`src/rtl/ghal_pkg.sv`:
```
// ----------------------------------------------------------------------------
// ghal_pkg: shared types and constants of the generational handle allocator
// Holds the request and status codes, the controller states and the command
// and status bundles that pass between the controller and the datapath.
// ----------------------------------------------------------------------------
`timescale 1ns / 1ps
`default_nettype none

package ghal_pkg;

  // Field widths of the request and result words.
  localparam int MODE_W      = 2;
  localparam int IDX_IN_W    = 8;
  localparam int GEN_IN_W    = 16;
  localparam int STATUS_W    = 3;
  localparam int IN_TDATA_W  = 32;
  localparam int OUT_TDATA_W = 32;

  // Request modes.
  typedef enum logic [MODE_W-1:0] {
    MODE_ALLOC    = 2'd0,
    MODE_ALLOC_AT = 2'd1,
    MODE_RELEASE  = 2'd2,
    MODE_QUERY    = 2'd3
  } mode_t;

  // Result status codes.
  typedef enum logic [STATUS_W-1:0] {
    ST_OK        = 3'd0,
    ST_ACTIVE    = 3'd1,
    ST_FULL      = 3'd2,
    ST_NOT_ALIVE = 3'd3,
    ST_RANGE     = 3'd4
  } status_t;

  // Controller states.
  typedef enum logic [3:0] {
    S_IDLE,
    S_DECODE,
    S_POP,
    S_BUMP,
    S_GROW,
    S_AT_CHK,
    S_SCAN_RD,
    S_SCAN_CHK,
    S_SET,
    S_HANDLE_CHK,
    S_RESULT
  } state_t;

  // Kinds of write into the slot table.
  typedef enum logic [2:0] {
    SW_NONE,
    SW_BUMP,
    SW_FRESH,
    SW_GROW,
    SW_SET,
    SW_RELEASE
  } slot_wr_t;

  // Kinds of push onto the free stack.
  typedef enum logic [1:0] {
    PUSH_NONE,
    PUSH_USED,
    PUSH_IDX
  } push_t;

  // Where the index and generation of a result come from.
  typedef enum logic [1:0] {
    RES_FRESH,
    RES_POP,
    RES_ECHO,
    RES_ZERO
  } res_kind_t;

  // Commands from the controller to the datapath.
  typedef struct packed {
    logic      capture;
    logic      stk_rd_top;
    logic      stk_rd_scan;
    logic      slot_rd_idx;
    logic      slot_rd_pop;
    slot_wr_t  slot_wr;
    push_t     push;
    logic      scan_step;
    logic      drop_found;
    logic      used_inc;
    logic      used_set;
    logic      res_load;
    res_kind_t res_kind;
    logic      res_alive;
    status_t   res_status;
    logic      out_load;
  } cmd_t;

  // Status from the datapath to the controller.
  typedef struct packed {
    mode_t mode;
    logic  idx_oor;
    logic  idx_below_used;
    logic  used_lt_idx;
    logic  free_empty;
    logic  used_full;
    logic  slot_active;
    logic  gen_match;
    logic  scan_last;
    logic  out_free;
  } sts_t;

endpackage

`default_nettype wire

```
`src/rtl/ghal_ctrl.sv`:
```
// ----------------------------------------------------------------------------
// ghal_ctrl: sequencer of the generational handle allocator
// Steps each request through its table and stack accesses and tells the
// datapath what to read, write and report in every cycle.
// ----------------------------------------------------------------------------
`timescale 1ns / 1ps
`default_nettype none

module ghal_ctrl (
  input  wire logic            clk,
  input  wire logic            rst_n,
  input  wire logic            in_tvalid,
  output      logic            in_tready,
  input  wire ghal_pkg::sts_t  sts,
  output      ghal_pkg::cmd_t  cmd
);

  ghal_pkg::state_t state_r;
  ghal_pkg::state_t state_nxt;

  // State register.
  always_ff @(posedge clk) begin
    if (!rst_n) begin
      state_r <= ghal_pkg::S_IDLE;
    end else begin
      state_r <= state_nxt;
    end
  end

  // Next state.
  always_comb begin
    state_nxt = state_r;
    case (state_r)
      ghal_pkg::S_IDLE: begin
        if (in_tvalid) begin
          state_nxt = ghal_pkg::S_DECODE;
        end
      end
      ghal_pkg::S_DECODE: begin
        case (sts.mode)
          ghal_pkg::MODE_ALLOC: begin
            state_nxt = sts.free_empty ? ghal_pkg::S_RESULT : ghal_pkg::S_POP;
          end
          ghal_pkg::MODE_ALLOC_AT: begin
            if (sts.idx_oor) begin
              state_nxt = ghal_pkg::S_RESULT;
            end else if (sts.idx_below_used) begin
              state_nxt = ghal_pkg::S_AT_CHK;
            end else begin
              state_nxt = ghal_pkg::S_GROW;
            end
          end
          default: begin
            if (!sts.idx_oor && sts.idx_below_used) begin
              state_nxt = ghal_pkg::S_HANDLE_CHK;
            end else begin
              state_nxt = ghal_pkg::S_RESULT;
            end
          end
        endcase
      end
      ghal_pkg::S_POP:        state_nxt = ghal_pkg::S_BUMP;
      ghal_pkg::S_BUMP:       state_nxt = ghal_pkg::S_RESULT;
      ghal_pkg::S_GROW: begin
        if (!sts.used_lt_idx) begin
          state_nxt = ghal_pkg::S_SET;
        end
      end
      ghal_pkg::S_AT_CHK: begin
        if (sts.slot_active) begin
          state_nxt = ghal_pkg::S_RESULT;
        end else if (sts.free_empty) begin
          state_nxt = ghal_pkg::S_SET;
        end else begin
          state_nxt = ghal_pkg::S_SCAN_RD;
        end
      end
      ghal_pkg::S_SCAN_RD:    state_nxt = ghal_pkg::S_SCAN_CHK;
      ghal_pkg::S_SCAN_CHK: begin
        state_nxt = sts.scan_last ? ghal_pkg::S_SET : ghal_pkg::S_SCAN_RD;
      end
      ghal_pkg::S_SET:        state_nxt = ghal_pkg::S_RESULT;
      ghal_pkg::S_HANDLE_CHK: state_nxt = ghal_pkg::S_RESULT;
      ghal_pkg::S_RESULT: begin
        if (sts.out_free) begin
          state_nxt = ghal_pkg::S_IDLE;
        end
      end
      default:                state_nxt = ghal_pkg::S_IDLE;
    endcase
  end

  // Commands to the datapath.
  always_comb begin
    cmd       = '0;
    in_tready = 1'b0;
    case (state_r)
      ghal_pkg::S_IDLE: begin
        in_tready   = 1'b1;
        cmd.capture = in_tvalid;
      end
      ghal_pkg::S_DECODE: begin
        case (sts.mode)
          ghal_pkg::MODE_ALLOC: begin
            if (!sts.free_empty) begin
              cmd.stk_rd_top = 1'b1;
            end else if (!sts.used_full) begin
              // Take the next fresh slot at generation one.
              cmd.slot_wr    = ghal_pkg::SW_FRESH;
              cmd.used_inc   = 1'b1;
              cmd.res_load   = 1'b1;
              cmd.res_kind   = ghal_pkg::RES_FRESH;
              cmd.res_alive  = 1'b1;
              cmd.res_status = ghal_pkg::ST_OK;
            end else begin
              cmd.res_load   = 1'b1;
              cmd.res_kind   = ghal_pkg::RES_ZERO;
              cmd.res_status = ghal_pkg::ST_FULL;
            end
          end
          ghal_pkg::MODE_ALLOC_AT: begin
            if (sts.idx_oor) begin
              cmd.res_load   = 1'b1;
              cmd.res_kind   = ghal_pkg::RES_ECHO;
              cmd.res_status = ghal_pkg::ST_RANGE;
            end else if (sts.idx_below_used) begin
              cmd.slot_rd_idx = 1'b1;
            end
          end
          default: begin
            if (sts.idx_oor) begin
              cmd.res_load   = 1'b1;
              cmd.res_kind   = ghal_pkg::RES_ECHO;
              cmd.res_status = ghal_pkg::ST_RANGE;
            end else if (sts.idx_below_used) begin
              cmd.slot_rd_idx = 1'b1;
            end else begin
              cmd.res_load   = 1'b1;
              cmd.res_kind   = ghal_pkg::RES_ECHO;
              cmd.res_status = ghal_pkg::ST_NOT_ALIVE;
            end
          end
        endcase
      end
      ghal_pkg::S_POP: begin
        cmd.slot_rd_pop = 1'b1;
      end
      ghal_pkg::S_BUMP: begin
        cmd.slot_wr    = ghal_pkg::SW_BUMP;
        cmd.res_load   = 1'b1;
        cmd.res_kind   = ghal_pkg::RES_POP;
        cmd.res_alive  = 1'b1;
        cmd.res_status = ghal_pkg::ST_OK;
      end
      ghal_pkg::S_GROW: begin
        // One skipped slot is cleared and pushed per cycle.
        if (sts.used_lt_idx) begin
          cmd.slot_wr  = ghal_pkg::SW_GROW;
          cmd.push     = ghal_pkg::PUSH_USED;
          cmd.used_inc = 1'b1;
        end
      end
      ghal_pkg::S_AT_CHK: begin
        if (sts.slot_active) begin
          cmd.res_load   = 1'b1;
          cmd.res_kind   = ghal_pkg::RES_ECHO;
          cmd.res_status = ghal_pkg::ST_ACTIVE;
        end
      end
      ghal_pkg::S_SCAN_RD: begin
        cmd.stk_rd_scan = 1'b1;
      end
      ghal_pkg::S_SCAN_CHK: begin
        cmd.scan_step = 1'b1;
      end
      ghal_pkg::S_SET: begin
        cmd.slot_wr    = ghal_pkg::SW_SET;
        cmd.used_set   = 1'b1;
        cmd.drop_found = 1'b1;
        cmd.res_load   = 1'b1;
        cmd.res_kind   = ghal_pkg::RES_ECHO;
        cmd.res_alive  = 1'b1;
        cmd.res_status = ghal_pkg::ST_OK;
      end
      ghal_pkg::S_HANDLE_CHK: begin
        cmd.res_load = 1'b1;
        cmd.res_kind = ghal_pkg::RES_ECHO;
        if (sts.slot_active && sts.gen_match) begin
          cmd.res_status = ghal_pkg::ST_OK;
          if (sts.mode == ghal_pkg::MODE_RELEASE) begin
            cmd.slot_wr = ghal_pkg::SW_RELEASE;
            cmd.push    = ghal_pkg::PUSH_IDX;
          end else begin
            cmd.res_alive = 1'b1;
          end
        end else begin
          cmd.res_status = ghal_pkg::ST_NOT_ALIVE;
        end
      end
      ghal_pkg::S_RESULT: begin
        cmd.out_load = sts.out_free;
      end
      default: begin
        cmd = '0;
      end
    endcase
  end

endmodule

`default_nettype wire

```
`config.mk`:
```
export PLATFORM = sky130hd
export DESIGN_NAME = ghal_ctrl
export DESIGN_NICKNAME = d
export VERILOG_FILES = /design/src/rtl/ghal_pkg.sv /design/src/rtl/ghal_ctrl.sv
export SDC_FILE = /design/constraint.sdc
export NUM_CORES = 1
export LEC_CHECK = 0
export BUFFER_PORTS_ARGS = -buffer_cell sky130_fd_sc_hd__buf_2
export CORE_MARGIN = 1.5
export CORE_UTILIZATION = 30
export CTS_CLUSTER_DIAMETER = 120
export CTS_CLUSTER_SIZE = 24
export DETAILED_ROUTE_END_ITERATION = 6
export PLACE_DENSITY_LB_ADDON = 0.2
export SLEW_MARGIN = 15
export SYNTH_ARGS = -nofsm -noshare
export SYNTH_HDL_FRONTEND = slang
export SYNTH_SLANG_ARGS = --single-unit
```
`constraint.sdc`:
```
create_clock -name clk -period 1.88 [get_ports clk]
set_input_delay 0.188 -clock clk [delete_from_list [all_inputs] [get_ports clk]]
set_output_delay 0.188 -clock clk [all_outputs]
set_load 0.02 [all_outputs]
```
==> run summary, run 1 <==
The flow ran to the end, and the final reports show no timing, DRC or antenna violations. Among all flip-flop cells after synthesis, the most frequent one is sky130_fd_sc_hd__dfxtp_1. Traced cell by cell, the critical path runs through or4b_4, a31oi_2, a221o_1, buf_2. The overall global routing resource usage was 0.195. Power comes to 1.16 mW. The worst-case IR drop observed on VDD is 0.000647 V. The flip-flop count of the largest register after layout was 4. The logs give 0.895 for the global placement routability congestion and 0.298 for the met2 track demand over resource in global routing. The initial core utilization came out at 0.314. The final layout contains 158 nets. 37 I/O pins were placed. At the worst endpoint, the required time is 1.69 ns. Global routing usage on met1: 0.255.

In this run the most used layer during global routing was met2. The number of nets in the synthesized netlist is 119. Clock tree synthesis selected as its root buffer the cell sky130_fd_sc_hd__clkbuf_4. The logs give 0 for the residual DRC count and 2270 µm for the routed wire length.

The data arrival time of the critical path is 1.69 ns. Setup violations remaining at the end of the flow were counted as 0. The most used standard cell by instance count after synthesis was sky130_fd_sc_hd__nor2_1. Total half-perimeter wirelength after legalization and detailed placement: 1730 µm. Number of standard-cell rows in the floorplan: 17. For the worst-case headroom to the max-slew limit, the log shows 0.679. The largest registers in the layout are state_r x4. Buffers inserted to repair hold after CTS numbered 0. After detailed routing, the number of vias per cell comes to 5.48. For this design the ratio of total power to cell area is 1200 nW/µm². The number of different library cells used by synthesis comes to 38.

The commonest cells after synthesis are sky130_fd_sc_hd__nor2_1 (15), sky130_fd_sc_hd__nand2_1 (9), sky130_fd_sc_hd__nor2b_1 (7). Across the run, the number of max-cap violations was 0. In this run the worst path has a maximum fanout of 7. The period utilization works out to 0.998. The number of enable flip-flop cells after synthesis was 0; the total number of clock tree sinks was 4. From left edge to right edge, the die measures 50.6 µm. The mean instance size in the synthesized netlist is 6.48 µm². The tools report the CTS H-tree depth as 1. The number of max-slew violations in the final report was 0. The proportion of layout cells with a drive suffix above 1 is 0.415, and the number of cells after detailed placement is 166. The number of antenna violations at the first check in global routing came out at 0. Summed over all failing endpoints, the final setup total negative slack is 0 ns. For this run, the detailed router's first-pass iteration total came to 4. Register ranked first by flip-flop count: state_r. Clock-pin slew was measured on the worst setup and hold paths at 0.04 ns. Setup repair after global routing could not meet its margin everywhere. The number of global-route vias before repair is 886.

The run gives 0.505 nW as the leakage power of the design. The detailed router finished its first iteration with 31 violations. The largest total area in the synthesized netlist belongs to sky130_fd_sc_hd__dfxtp_1. Nature of the critical path endpoint: an output port. Synthesis handed over a netlist of 105 instances.

Nature of the critical path startpoint: a flop. The largest individual stage delay along the critical path comes from the cell sky130_fd_sc_hd__or4b_4. Relative to the synthesized area, the layout overhead comes to 42.1%.

The routed layout has 931 vias. The first global-routing pass estimated 3860 µm of wire. In this run the deepest clock path goes through 2 buffers. On the worst path, the slowest cell contributes a delay of 0.61 ns. In this run the vertical extent of the chip is 50.6 µm.

The filler-free cell count of the finished design is 170, and the post-detailed-route count of antenna-violating nets is 0. The largest net degree at the start of global routing came out at 19. 0 antenna diodes ended up in the layout.

The post-route minimum period was 1.88 ns; the fraction of the yosys area taken by sequential cells was 0.118. For this run the aggregate overflow at the end of global routing stands at 0. The total area inside the core boundary comes to 2170 µm². For the worst-skew pair, the clock arrives at the later sink with an insertion delay of 0.24 ns. The met3 routing resource usage after global routing is 0.0595, and the final worst clock skew is 0.00250 ns. The number of buffers added by the clock tree synthesis step was 3; the share of the core filled with cells was 0.446. The area enclosed by the die boundary came out at 2560 µm². The synthesized area is 681 µm².

The async set or reset register ratio after synthesis was 0; the fraction of synthesized cell area taken by the top area cell type was 0.118. For this run, the number of Yosys warnings is 0. The number of buffers added on ports is 36, and the worst slack on hold paths is 0.230 ns. Derived from the worst setup path, the maximum achievable clock frequency is 533 MHz. By area the synthesized netlist is led by sky130_fd_sc_hd__dfxtp_1 (12%), sky130_fd_sc_hd__nor2_1 (8.3%), sky130_fd_sc_hd__nor2b_1 (6.4%). TritonCTS built the clock tree. In this run the worst hold path is classified as input port to flop.

The critical path class was flop to output port. Counting flops and latches in the post-synthesis netlist gives 4. The final number of hold-violating endpoints is 0. At the pin with the least slew margin, the transition time is 0.475 ns. The routed wire length per instance came out at 13.4 µm.
-- worst max-delay path, delay by kind of cell, from the launching register on --
family | cells | cell delay (ns)
flops | 1 | 0.31
simple gates | 1 | 0.61
buf+inv | 1 | 0.16
compound gates | 2 | 0.37
-- area by class of cell --
cell class                      count  area, µm²
Timing Repair Buffer               43        243
Sequential cell                     4       82.6
Tap cell                           28       35.0
Clock buffer                        3       22.5
Multi-Input combinational cell     87        566
Inverter                            5       18.8
Fill cell                         246       1200
-- through the flow --
step | area, µm² | setup slack, ns
final | 967 | 0.00320
after global routing | 967 | -0.0508
after CTS | 933 | 0.00218
after detailed placement | 895 | 0.241
after global placement | 895 | 0.262
after floorplan | 687 | 0.0628
-- cell families after synthesis --
| kind of cell | synth area share |
|---|---|
| simple gates | 0.461 |
| compound gates | 0.300 |
| buf+inv | 0.105 |
| flops | 0.118 |
| mux | 0.0165 |
-- repair_timing --
| action | in CTS | in global routing |
|---|---|---|
| hold endpoints to repair | 0 | 0 |
| resized for setup | 2 | 11 |
| buffers inserted | 1 | 0 |
| endpoints found under the setup margin | 2 | 11 |
| pin swaps | 0 | 1 |
-- layer usage --
layer | part of all wire | vias up | wire, µm
met4 | 0.0018 | 0 | 4
met3 | 0.092 | 2 | 209
li1 | - | 454 | -
met1 | 0.43 | 423 | 972
met2 | 0.48 | 52 | 1080
met5 | 0 | - | 0
-- final timing paths --
path | slack [ns] | depth (start not counted) | from | to
worst max register to register | 0.35 | 5 | state_r[1]$_SDFFE_PN0P_ | state_r[3]$_SDFFE_PN0P_
worst min-delay path | 0.23 | 2 | rst_n | state_r[1]$_SDFFE_PN0P_
worst min register to register | 0.75 | 4 | state_r[1]$_SDFFE_PN0P_ | state_r[0]$_SDFFE_PN0P_
worst max-delay path | 0.003 | 4 | state_r[3]$_SDFFE_PN0P_ | cmd[7]
-- cells in the final DEF, fill, tap and decap left out, types with 2 or more instances in the layout --
cell type	synthesis	final
sky130_fd_sc_hd__nor2_1	15	13
sky130_fd_sc_hd__and3_1	2	2
sky130_fd_sc_hd__nor3_1	3	3
sky130_fd_sc_hd__o311ai_0	2	2
sky130_fd_sc_hd__a21oi_1	5	5
sky130_fd_sc_hd__inv_1	5	5
sky130_fd_sc_hd__nand2_1	9	9
sky130_fd_sc_hd__dfxtp_1	4	2
sky130_fd_sc_hd__buf_2	0	32
sky130_fd_sc_hd__a31oi_1	4	3
sky130_fd_sc_hd__nand3_1	5	5
sky130_fd_sc_hd__nor2b_1	7	6
sky130_fd_sc_hd__nor4b_1	2	2
sky130_fd_sc_hd__dfxtp_2	0	2
sky130_fd_sc_hd__buf_4	1	11
sky130_fd_sc_hd__o21ai_0	6	6
sky130_fd_sc_hd__a21boi_0	3	3
sky130_fd_sc_hd__clkbuf_4	0	3
sky130_fd_sc_hd__nand2b_1	4	4
-- power breakdown --
| group | switching, mW | internal, mW |
|---|---|---|
| Sequential | 0.0183 | 0.116 |
| Clock | 0.0382 | 0.0716 |
| Combinational | 0.557 | 0.361 |
No activity file was read; power rests on OpenSTA's default activity.
==> run 2, diff against run 1 <==
==> constraint.sdc (replaced) <==
create_clock -name clk -period 1.85 [get_ports clk]
set_input_delay 0.185 -clock clk [delete_from_list [all_inputs] [get_ports clk]]
set_output_delay 0.185 -clock clk [all_outputs]
set_load 0.02 [all_outputs]
==> run 2 against run 1 <==
The run now ends with negative setup slack left. Clock power up 5%. Sequential cell count did not move. Sequential share of layout area is 0.25 points lower. Total power up 4.1%. Critical path depth unchanged. Critical path type unchanged.
==> run summary, run 2 (synthesis gave the netlist of run 1 again) <==
The run finished, with violations left. The checks that failed: negative setup slack. The floorplan die width was 50.6 µm (unchanged).

The post-detailed-route count of antenna-violating nets was 0 (unchanged); the global placement routability congestion was 0.895 (about the same). TritonCTS built the clock tree. The overall global routing resource usage is 0.191 (was 0.195), and the number of buffers added on ports is 36 (unchanged).

The routed wire length per instance was 13.6 µm (was 13.4 µm); the worst-case headroom to the max-slew limit was 0.665 (was 0.679). The stage delay of the slowest cell on the critical path came out at 0.60 ns (was 0.61 ns). The kind of path behind the tightest hold check is input port to flop (unchanged).

The tools report the clock latency at the later pin of the worst-skew pair as 0.24 ns (about the same). The height of the chip came out at 50.6 µm (unchanged). Violation count after the first detailed-route iteration: 31 (unchanged).

The run gives 895 µm² (unchanged) as the cell area after placement. Cell at the root of the clock tree: sky130_fd_sc_hd__clkbuf_4 (unchanged). The count of cells along the worst register-to-register path is 5 (unchanged), and the number of cells on the worst hold path is 2 (unchanged).

Final setup violation count: 1 (was 0). The run gives 0 (unchanged) as the number of antenna violations at the first check in global routing. The number of buffers added by the clock tree synthesis step is 3 (unchanged).

Critical path class: flop to output port (unchanged). The total number of clock tree sinks was 4 (unchanged). The data required time at the worst endpoint is 1.66 ns (was 1.69 ns), and the post-route worst setup slack is -0.00605 ns (was 0.00320 ns). The clock transition at the register clock pins on the worst setup and hold paths after CTS came out at 0.04 ns (about the same). For this run, the top clock speed supported by timing is 539 MHz. For the number of cells after detailed placement, the log shows 166 (unchanged). The power density relative to cell area is 1210 nW/µm² (was 1200 nW/µm²). The highest fanout seen on the critical path is 6 (was 7). The run gives 1780 µm (was 1730 µm) as the total half-perimeter wirelength after legalization and detailed placement.

The global-route wire length before repair is 3860 µm (unchanged), and the diode insertion count for antenna repair is 0 (unchanged). The largest net degree at the start of global routing was 19 (unchanged). For the area of the placeable core, the log shows 2170 µm² (unchanged). The tools report the boundary pin count as 37 (unchanged). Commonest cells after routing, fill and taps aside: sky130_fd_sc_hd__buf_2 (30), sky130_fd_sc_hd__nor2_1 (13), sky130_fd_sc_hd__buf_4 (11), sky130_fd_sc_hd__nand2_1 (9) (was sky130_fd_sc_hd__buf_2 (32), sky130_fd_sc_hd__nor2_1 (13), sky130_fd_sc_hd__buf_4 (11), sky130_fd_sc_hd__nand2_1 (9)). The proportion of layout cells with a drive suffix above 1 works out to 0.427 (was 0.415).

The run gives 0.000486 V (was 0.000647 V) as the maximum vdd drop. The run gives 0 (unchanged) as the final number of hold-violating endpoints. The number of global-route vias before repair was 873 (was 886); the leftover overflow at the end of global routing was 0 (unchanged).

The number of max-slew violations in the final report is 0 (unchanged). CP Cell Sequence: or4b_4, a31oi_2, a221o_1, buf_2 (unchanged). The nature of the critical path startpoint is a flop (unchanged).

The worst-case register-to-register setup slack was 0.34 ns (was 0.35 ns); the number of vias per cell was 5.44 (was 5.48). The leakage power of the design is 0.512 nW (was 0.505 nW), and the via count is 931 (unchanged). The area growth from synthesis to layout came out at 46.3% (was 42.1%). The tools report the nature of the critical path endpoint as an output port (unchanged). The deepest clock path buffer count came out at 2 (unchanged). The post-route cell area is 996 µm² (was 967 µm²), and the post-route minimum period is 1.86 ns. The run gives 0.000371 ns (was 0.00250 ns) as the final worst clock skew. The run gives 0 (unchanged) as the count of max-cap constraint violations. Slowest library cell on the worst path: sky130_fd_sc_hd__or4b_4 (unchanged).

The period utilization was 1.00. The CTS H-tree depth was 1 (unchanged). The run gives 0.314 (unchanged) as the initial core utilization.

Transition time at the pin with the least slew margin: 0.496 ns (was 0.475 ns). The number of standard-cell rows in the floorplan was 17 (unchanged). The accumulated negative setup slack was -0.00605 ns (was 0 ns); the data arrival time of the critical path was 1.67 ns (was 1.69 ns). The filler-free cell count of the finished design is 171 (was 170), and the residual DRC count is 0 (unchanged). The tools report the number of nets at the end of the flow as 159 (was 158).

Register ranked first by flip-flop count: state_r (unchanged). The tools report the routed wire length as 2320 µm (was 2270 µm). Leading registers by flop count: state_r x4 (unchanged). Setup repair after global routing could not meet its margin everywhere. The area enclosed by the die boundary is 2560 µm² (unchanged). The flip-flop count of the largest register after layout works out to 4 (unchanged). Most common cell after layout, fill and taps aside: sky130_fd_sc_hd__buf_2 (unchanged).

Worst slack on hold paths: 0.222 ns (was 0.230 ns). The length of the first detailed-routing pass in iterations came out at 4 (unchanged).
## run 2: worst max-delay path: cells and delay by family, from the launching register on
family	cells	cell delay, ns
and+or+nand+nor	1	0.60
AOI/OAI and AO/OA	2	0.35
DFF	1	0.31
buffers and inverters	1	0.16
## run 2: layout make-up
class | count | area (µm²)
Timing Repair Buffer | 44 | 267
Tap cell | 28 | 35.0
Clock buffer | 3 | 22.5
Multi-Input combinational cell | 87 | 571
Inverter | 5 | 18.8
Sequential cell | 4 | 82.6
Fill cell | 238 | 1170
## run 2: worst paths after layout
path / from / to
worst max-delay path: state_r[2]$_SDFFE_PN0P_ / cmd[7]
worst min-delay path: rst_n / state_r[1]$_SDFFE_PN0P_
worst max register to register: state_r[2]$_SDFFE_PN0P_ / state_r[3]$_SDFFE_PN0P_
worst min register to register: state_r[2]$_SDFFE_PN0P_ / state_r[0]$_SDFFE_PN0P_
## run 2: what timing repair did
action,4_1_cts,5_1_grt
pin swaps,0,4
hold buffers,0,0
gates resized for setup,4,15
buffers inserted,2,0
endpoints found under the setup margin,2,14
## run 2: layer usage
layer | GRT usage | vias up | wire (µm)
met2 | 0.311 | 43 | 1090
met4 | 0.0676 | 0 | 36
met3 | 0.0446 | 4 | 183
met1 | 0.245 | 429 | 1010
met5 | 0 | - | 0
li1 | - | 455 | -
## run 2: power by group
part / total, mW / switching [mW] / internal (mW)
registers: 0.136 / 0.0197 / 0.116
clock network: 0.116 / 0.0425 / 0.0730
logic: 0.958 / 0.570 / 0.388
## run 2: through the flow
step / total power, mW / utilization / setup WS (ns)
2_1_floorplan: 0.765 / - / 0.0358
3_3_place_gp: 0.995 / 0.412 / 0.235
3_5_place_dp: 0.999 / 0.412 / 0.228
4_1_cts: 1.16 / 0.435 / -0.00323
5_1_grt: 1.31 / 0.459 / -0.0599
6_report: 1.21 / 0.459 / -0.00605
==> run 3, diff against run 2 <==
--- a/config.mk
+++ b/config.mk
@@ -7,9 +7,8 @@
 export LEC_CHECK = 0
 export BUFFER_PORTS_ARGS = -buffer_cell sky130_fd_sc_hd__buf_2
 export CORE_MARGIN = 1.5
-export CORE_UTILIZATION = 30
+export CORE_UTILIZATION = 35
 export CTS_CLUSTER_DIAMETER = 120
-export CTS_CLUSTER_SIZE = 24
 export DETAILED_ROUTE_END_ITERATION = 6
 export PLACE_DENSITY_LB_ADDON = 0.2
 export SLEW_MARGIN = 15
==> run 3 against run 2 <==
The run now ends clean. Register-to-register slack lost 0.08 ns. Clock-buffer cell count is the same. Sequential cell count is the same. First-iteration DRC count shrank 19%. Global-route usage grew 1.6 points. Setup slack gained 0.023 ns.
==> run summary, run 3 (synthesis gave the netlist of run 1 again) <==
The filler-free cell count of the finished design is 167 (was 171), and the global placement routability congestion is 0.864 (was 0.895). For the length of the first detailed-routing pass in iterations, the log shows 4 (unchanged). The critical path class is flop to output port (unchanged). The largest net degree at the start of global routing is 19 (unchanged), and the routed wire length per instance is 12.4 µm (was 13.6 µm). The nature of the critical path endpoint is an output port (unchanged).

For the area enclosed by the die boundary, the log shows 2220 µm² (was 2560 µm²). For the routed wire length, the log shows 2070 µm (was 2320 µm). The worst-case headroom to the max-slew limit was 0.653 (was 0.665); the data required time at the worst endpoint was 1.66 ns (about the same).

The number of vias per cell is 5.36 (was 5.44). The cell at the root of the clock tree was sky130_fd_sc_hd__clkbuf_4 (unchanged). The stage delay of the slowest cell on the critical path is 0.60 ns (about the same), and the deepest clock path buffer count is 2 (unchanged).

The floorplan die width is 47.1 µm (was 50.6 µm), and the footprint of the flip-flops and latches is 80.1 µm² (was 82.6 µm²). The tools report the post-route cell area as 951 µm² (was 996 µm²). The post-route minimum period works out to 1.83 ns (was 1.86 ns). The start point of the worst hold path was rst_n (unchanged). The clock transition at the register clock pins on the worst setup and hold paths after CTS came out at 0.03 ns (was 0.04 ns). The flip-flop count of the largest register after layout works out to 4 (unchanged). The most common cell after layout, fill and taps aside is sky130_fd_sc_hd__buf_2 (unchanged). Residual DRC count: 0 (unchanged). The run gives 0.23 ns (was 0.24 ns) as the clock latency at the later pin of the worst-skew pair.

The run gives 0 (unchanged) as the number of max-slew violations in the final report. The logs give 37 (unchanged) for the boundary pin count and 4 (unchanged) for the total number of clock tree sinks. The run gives 0.209 ns (was 0.228 ns) as the worst slack after detailed placement.

The internal power summed over all cells was 542 µW (was 577 µW); the power spent charging and discharging nets was 597 µW (was 633 µW). The run gives 3220 µm (was 3860 µm) as the global-route wire length before repair. The flow ran to the end, and the final reports show no timing, DRC or antenna violations. The run gives 561 µm² (was 571 µm²) as the total area of multi-input combinational cells. The endpoint of the worst-slack reg-to-reg timing path was state_r[3]$_SDFFE_PN0P_ (unchanged). The logs give 0 (unchanged) for the diode insertion count for antenna repair and 0.0174 ns (was -0.00605 ns) for the post-route worst setup slack.

The violation count after the first detailed-route iteration came out at 25 (was 31). The slowest library cell on the worst path is sky130_fd_sc_hd__or4b_4 (unchanged). The number of nets at the end of the flow came out at 158 (was 159). The count of max-cap constraint violations was 0 (unchanged); the hold buffer count at cts was 0 (unchanged). The worst-case register-to-register setup slack was 0.26 ns (was 0.34 ns). The number of antenna violations at the first check in global routing came out at 0 (unchanged).

Height of the chip: 47.1 µm (was 50.6 µm). The kind of path behind the tightest hold check was input port to flop (unchanged). The number of buffers added by the clock tree synthesis step was 3 (unchanged).

The nature of the critical path startpoint was a flop (unchanged). The maximum vdd drop is 0.000676 V (was 0.000486 V). The tools report the reg-to-reg startpoint as state_r[1]$_SDFFE_PN0P_ (was state_r[2]$_SDFFE_PN0P_).

Leading registers by flop count: state_r x4 (unchanged). CP Cell Sequence: or4b_4, a31oi_2, a221o_1, buf_2 (unchanged). The tools report the cell area after placement as 891 µm² (was 895 µm²). The highest fanout seen on the critical path works out to 7 (was 6). The count of cells along the worst register-to-register path was 5 (unchanged); the area of the placeable core was 1780 µm² (was 2170 µm²).

The transition time at the pin with the least slew margin is 0.514 ns (was 0.496 ns), and the number of standard-cell rows in the floorplan is 15 (was 17). Setup repair after global routing could not meet its margin everywhere. The register ranked first by flip-flop count was state_r (unchanged). Commonest cells after routing, fill and taps aside: sky130_fd_sc_hd__buf_2 (34), sky130_fd_sc_hd__nor2_1 (14), sky130_fd_sc_hd__nand2_1 (9), sky130_fd_sc_hd__buf_4 (9) (was sky130_fd_sc_hd__buf_2 (30), sky130_fd_sc_hd__nor2_1 (13), sky130_fd_sc_hd__buf_4 (11), sky130_fd_sc_hd__nand2_1 (9)).

The power density relative to cell area works out to 1200 nW/µm² (was 1210 nW/µm²). The achievable frequency is 546 MHz (was 539 MHz). The run gives 0 (was 1) as the final setup violation count.

The share of the core filled with cells is 0.533 (was 0.459). The overall global routing resource usage is 0.207 (was 0.191). The post-layout total power was 1.14 mW (was 1.21 mW); the total half-perimeter wirelength after legalization and detailed placement was 1620 µm (was 1780 µm).

For the portion of total power attributed to combinational logic, the log shows 0.798 (was 0.792). The tools report the number of cells after detailed placement as 163 (was 166). The tools report the number of global-route vias before repair as 740 (was 873). The post-detailed-route count of antenna-violating nets came out at 0 (unchanged). Data arrival time of the critical path: 1.65 ns (was 1.67 ns).

The period utilization was 0.991 (was 1.00). The proportion of layout cells with a drive suffix above 1 was 0.394 (was 0.427); the switching power as a share of total power was 0.524 (was 0.523). The fraction of power consumed by sequential logic is 0.111 (was 0.112). Leftover overflow at the end of global routing: 0 (unchanged). The via count came out at 895 (was 931). The fill cell instance count of the final layout came out at 186 (was 238).

The number of buffers added on ports was 36 (unchanged); the CTS H-tree depth was 1 (unchanged). The leakage power of the design was 0.507 nW (was 0.512 nW). The clock share of power is 0.091 (was 0.096). The final worst clock skew is 0.000252 ns (was 0.000371 ns). The run gives 0.382 (was 0.314) as the initial core utilization. TritonCTS built the clock tree. The run gives 0 (unchanged) as the final number of hold-violating endpoints. The end point of the most critical hold path is state_r[1]$_SDFFE_PN0P_ (unchanged). The number of cells on the worst hold path is 2 (unchanged). The area growth from synthesis to layout works out to 39.7% (was 46.3%).
run 3: cell count changes in the layout (fill, tap and decap cells not counted), sizes merged:
cell	previous run	this run
buf	44	43
run 3: worst max path at each step:
stage,start,end,slack [ns],cells after the start
after detailed placement,state_r[1]$_SDFFE_PN0P_,cmd[7],0.21,4
after global placement,state_r[1]$_SDFFE_PN0P_,cmd[7],0.23,4
final,state_r[1]$_SDFFE_PN0P_,cmd[7],0.02,4
after floorplan,state_r[1]$_SDFFE_PN0P_,cmd[4],0.04,6
after global routing,state_r[1]$_SDFFE_PN0P_,cmd[7],-0.05,4
after CTS,state_r[2]$_SDFFE_PN0P_,cmd[7],-0.005,4
run 3: routing by layer:
metal,global-route usage,vias up,routed length (µm)
met4,0.128,0,10
met1,0.269,396,978
met3,0.0308,2,123
met2,0.321,38,960
li1,-,459,-
met5,0,-,0
run 3: per-stage QoR:
step	hold WS, ns	TNS (ns)
floorplan	0.313	0
global placement	0.471	0
detailed placement	0.464	0
CTS	0.216	-0.00501
global route	0.238	-0.154
finish	0.230	0
run 3: power by group through the flow:
stage,Clock [mW],Combinational (mW),Sequential (mW)
after floorplan,0,0.632,0.133
after global placement,0,0.861,0.128
after detailed placement,0,0.865,0.129
after CTS,0.112,0.881,0.128
after global routing,0.111,0.998,0.128
final,0.104,0.908,0.127
run 3: layout make-up:
| cell class | instances | share of cell area |
|---|---|---|
| well taps | 25 | 0.0329 |
| inverters | 5 | 0.0197 |
| multi-input cells | 87 | 0.589 |
| flip-flops and latches | 4 | 0.0842 |
| clock buffers | 3 | 0.0237 |
| repair buffers | 43 | 0.250 |
run 3: worst max-delay path, delay by kind of cell, from the launching register on:
family          cells  cell delay (ns)
simple gates        1             0.60
compound gates      2             0.37
flops               1             0.30
buf+inv             1             0.16
run 3: what timing repair did:
action                     in CTS  in global routing
setup buffers                   0                  1
pin swaps                       1                  1
setup endpoints to repair       3                  9
gates resized for setup         3                  4
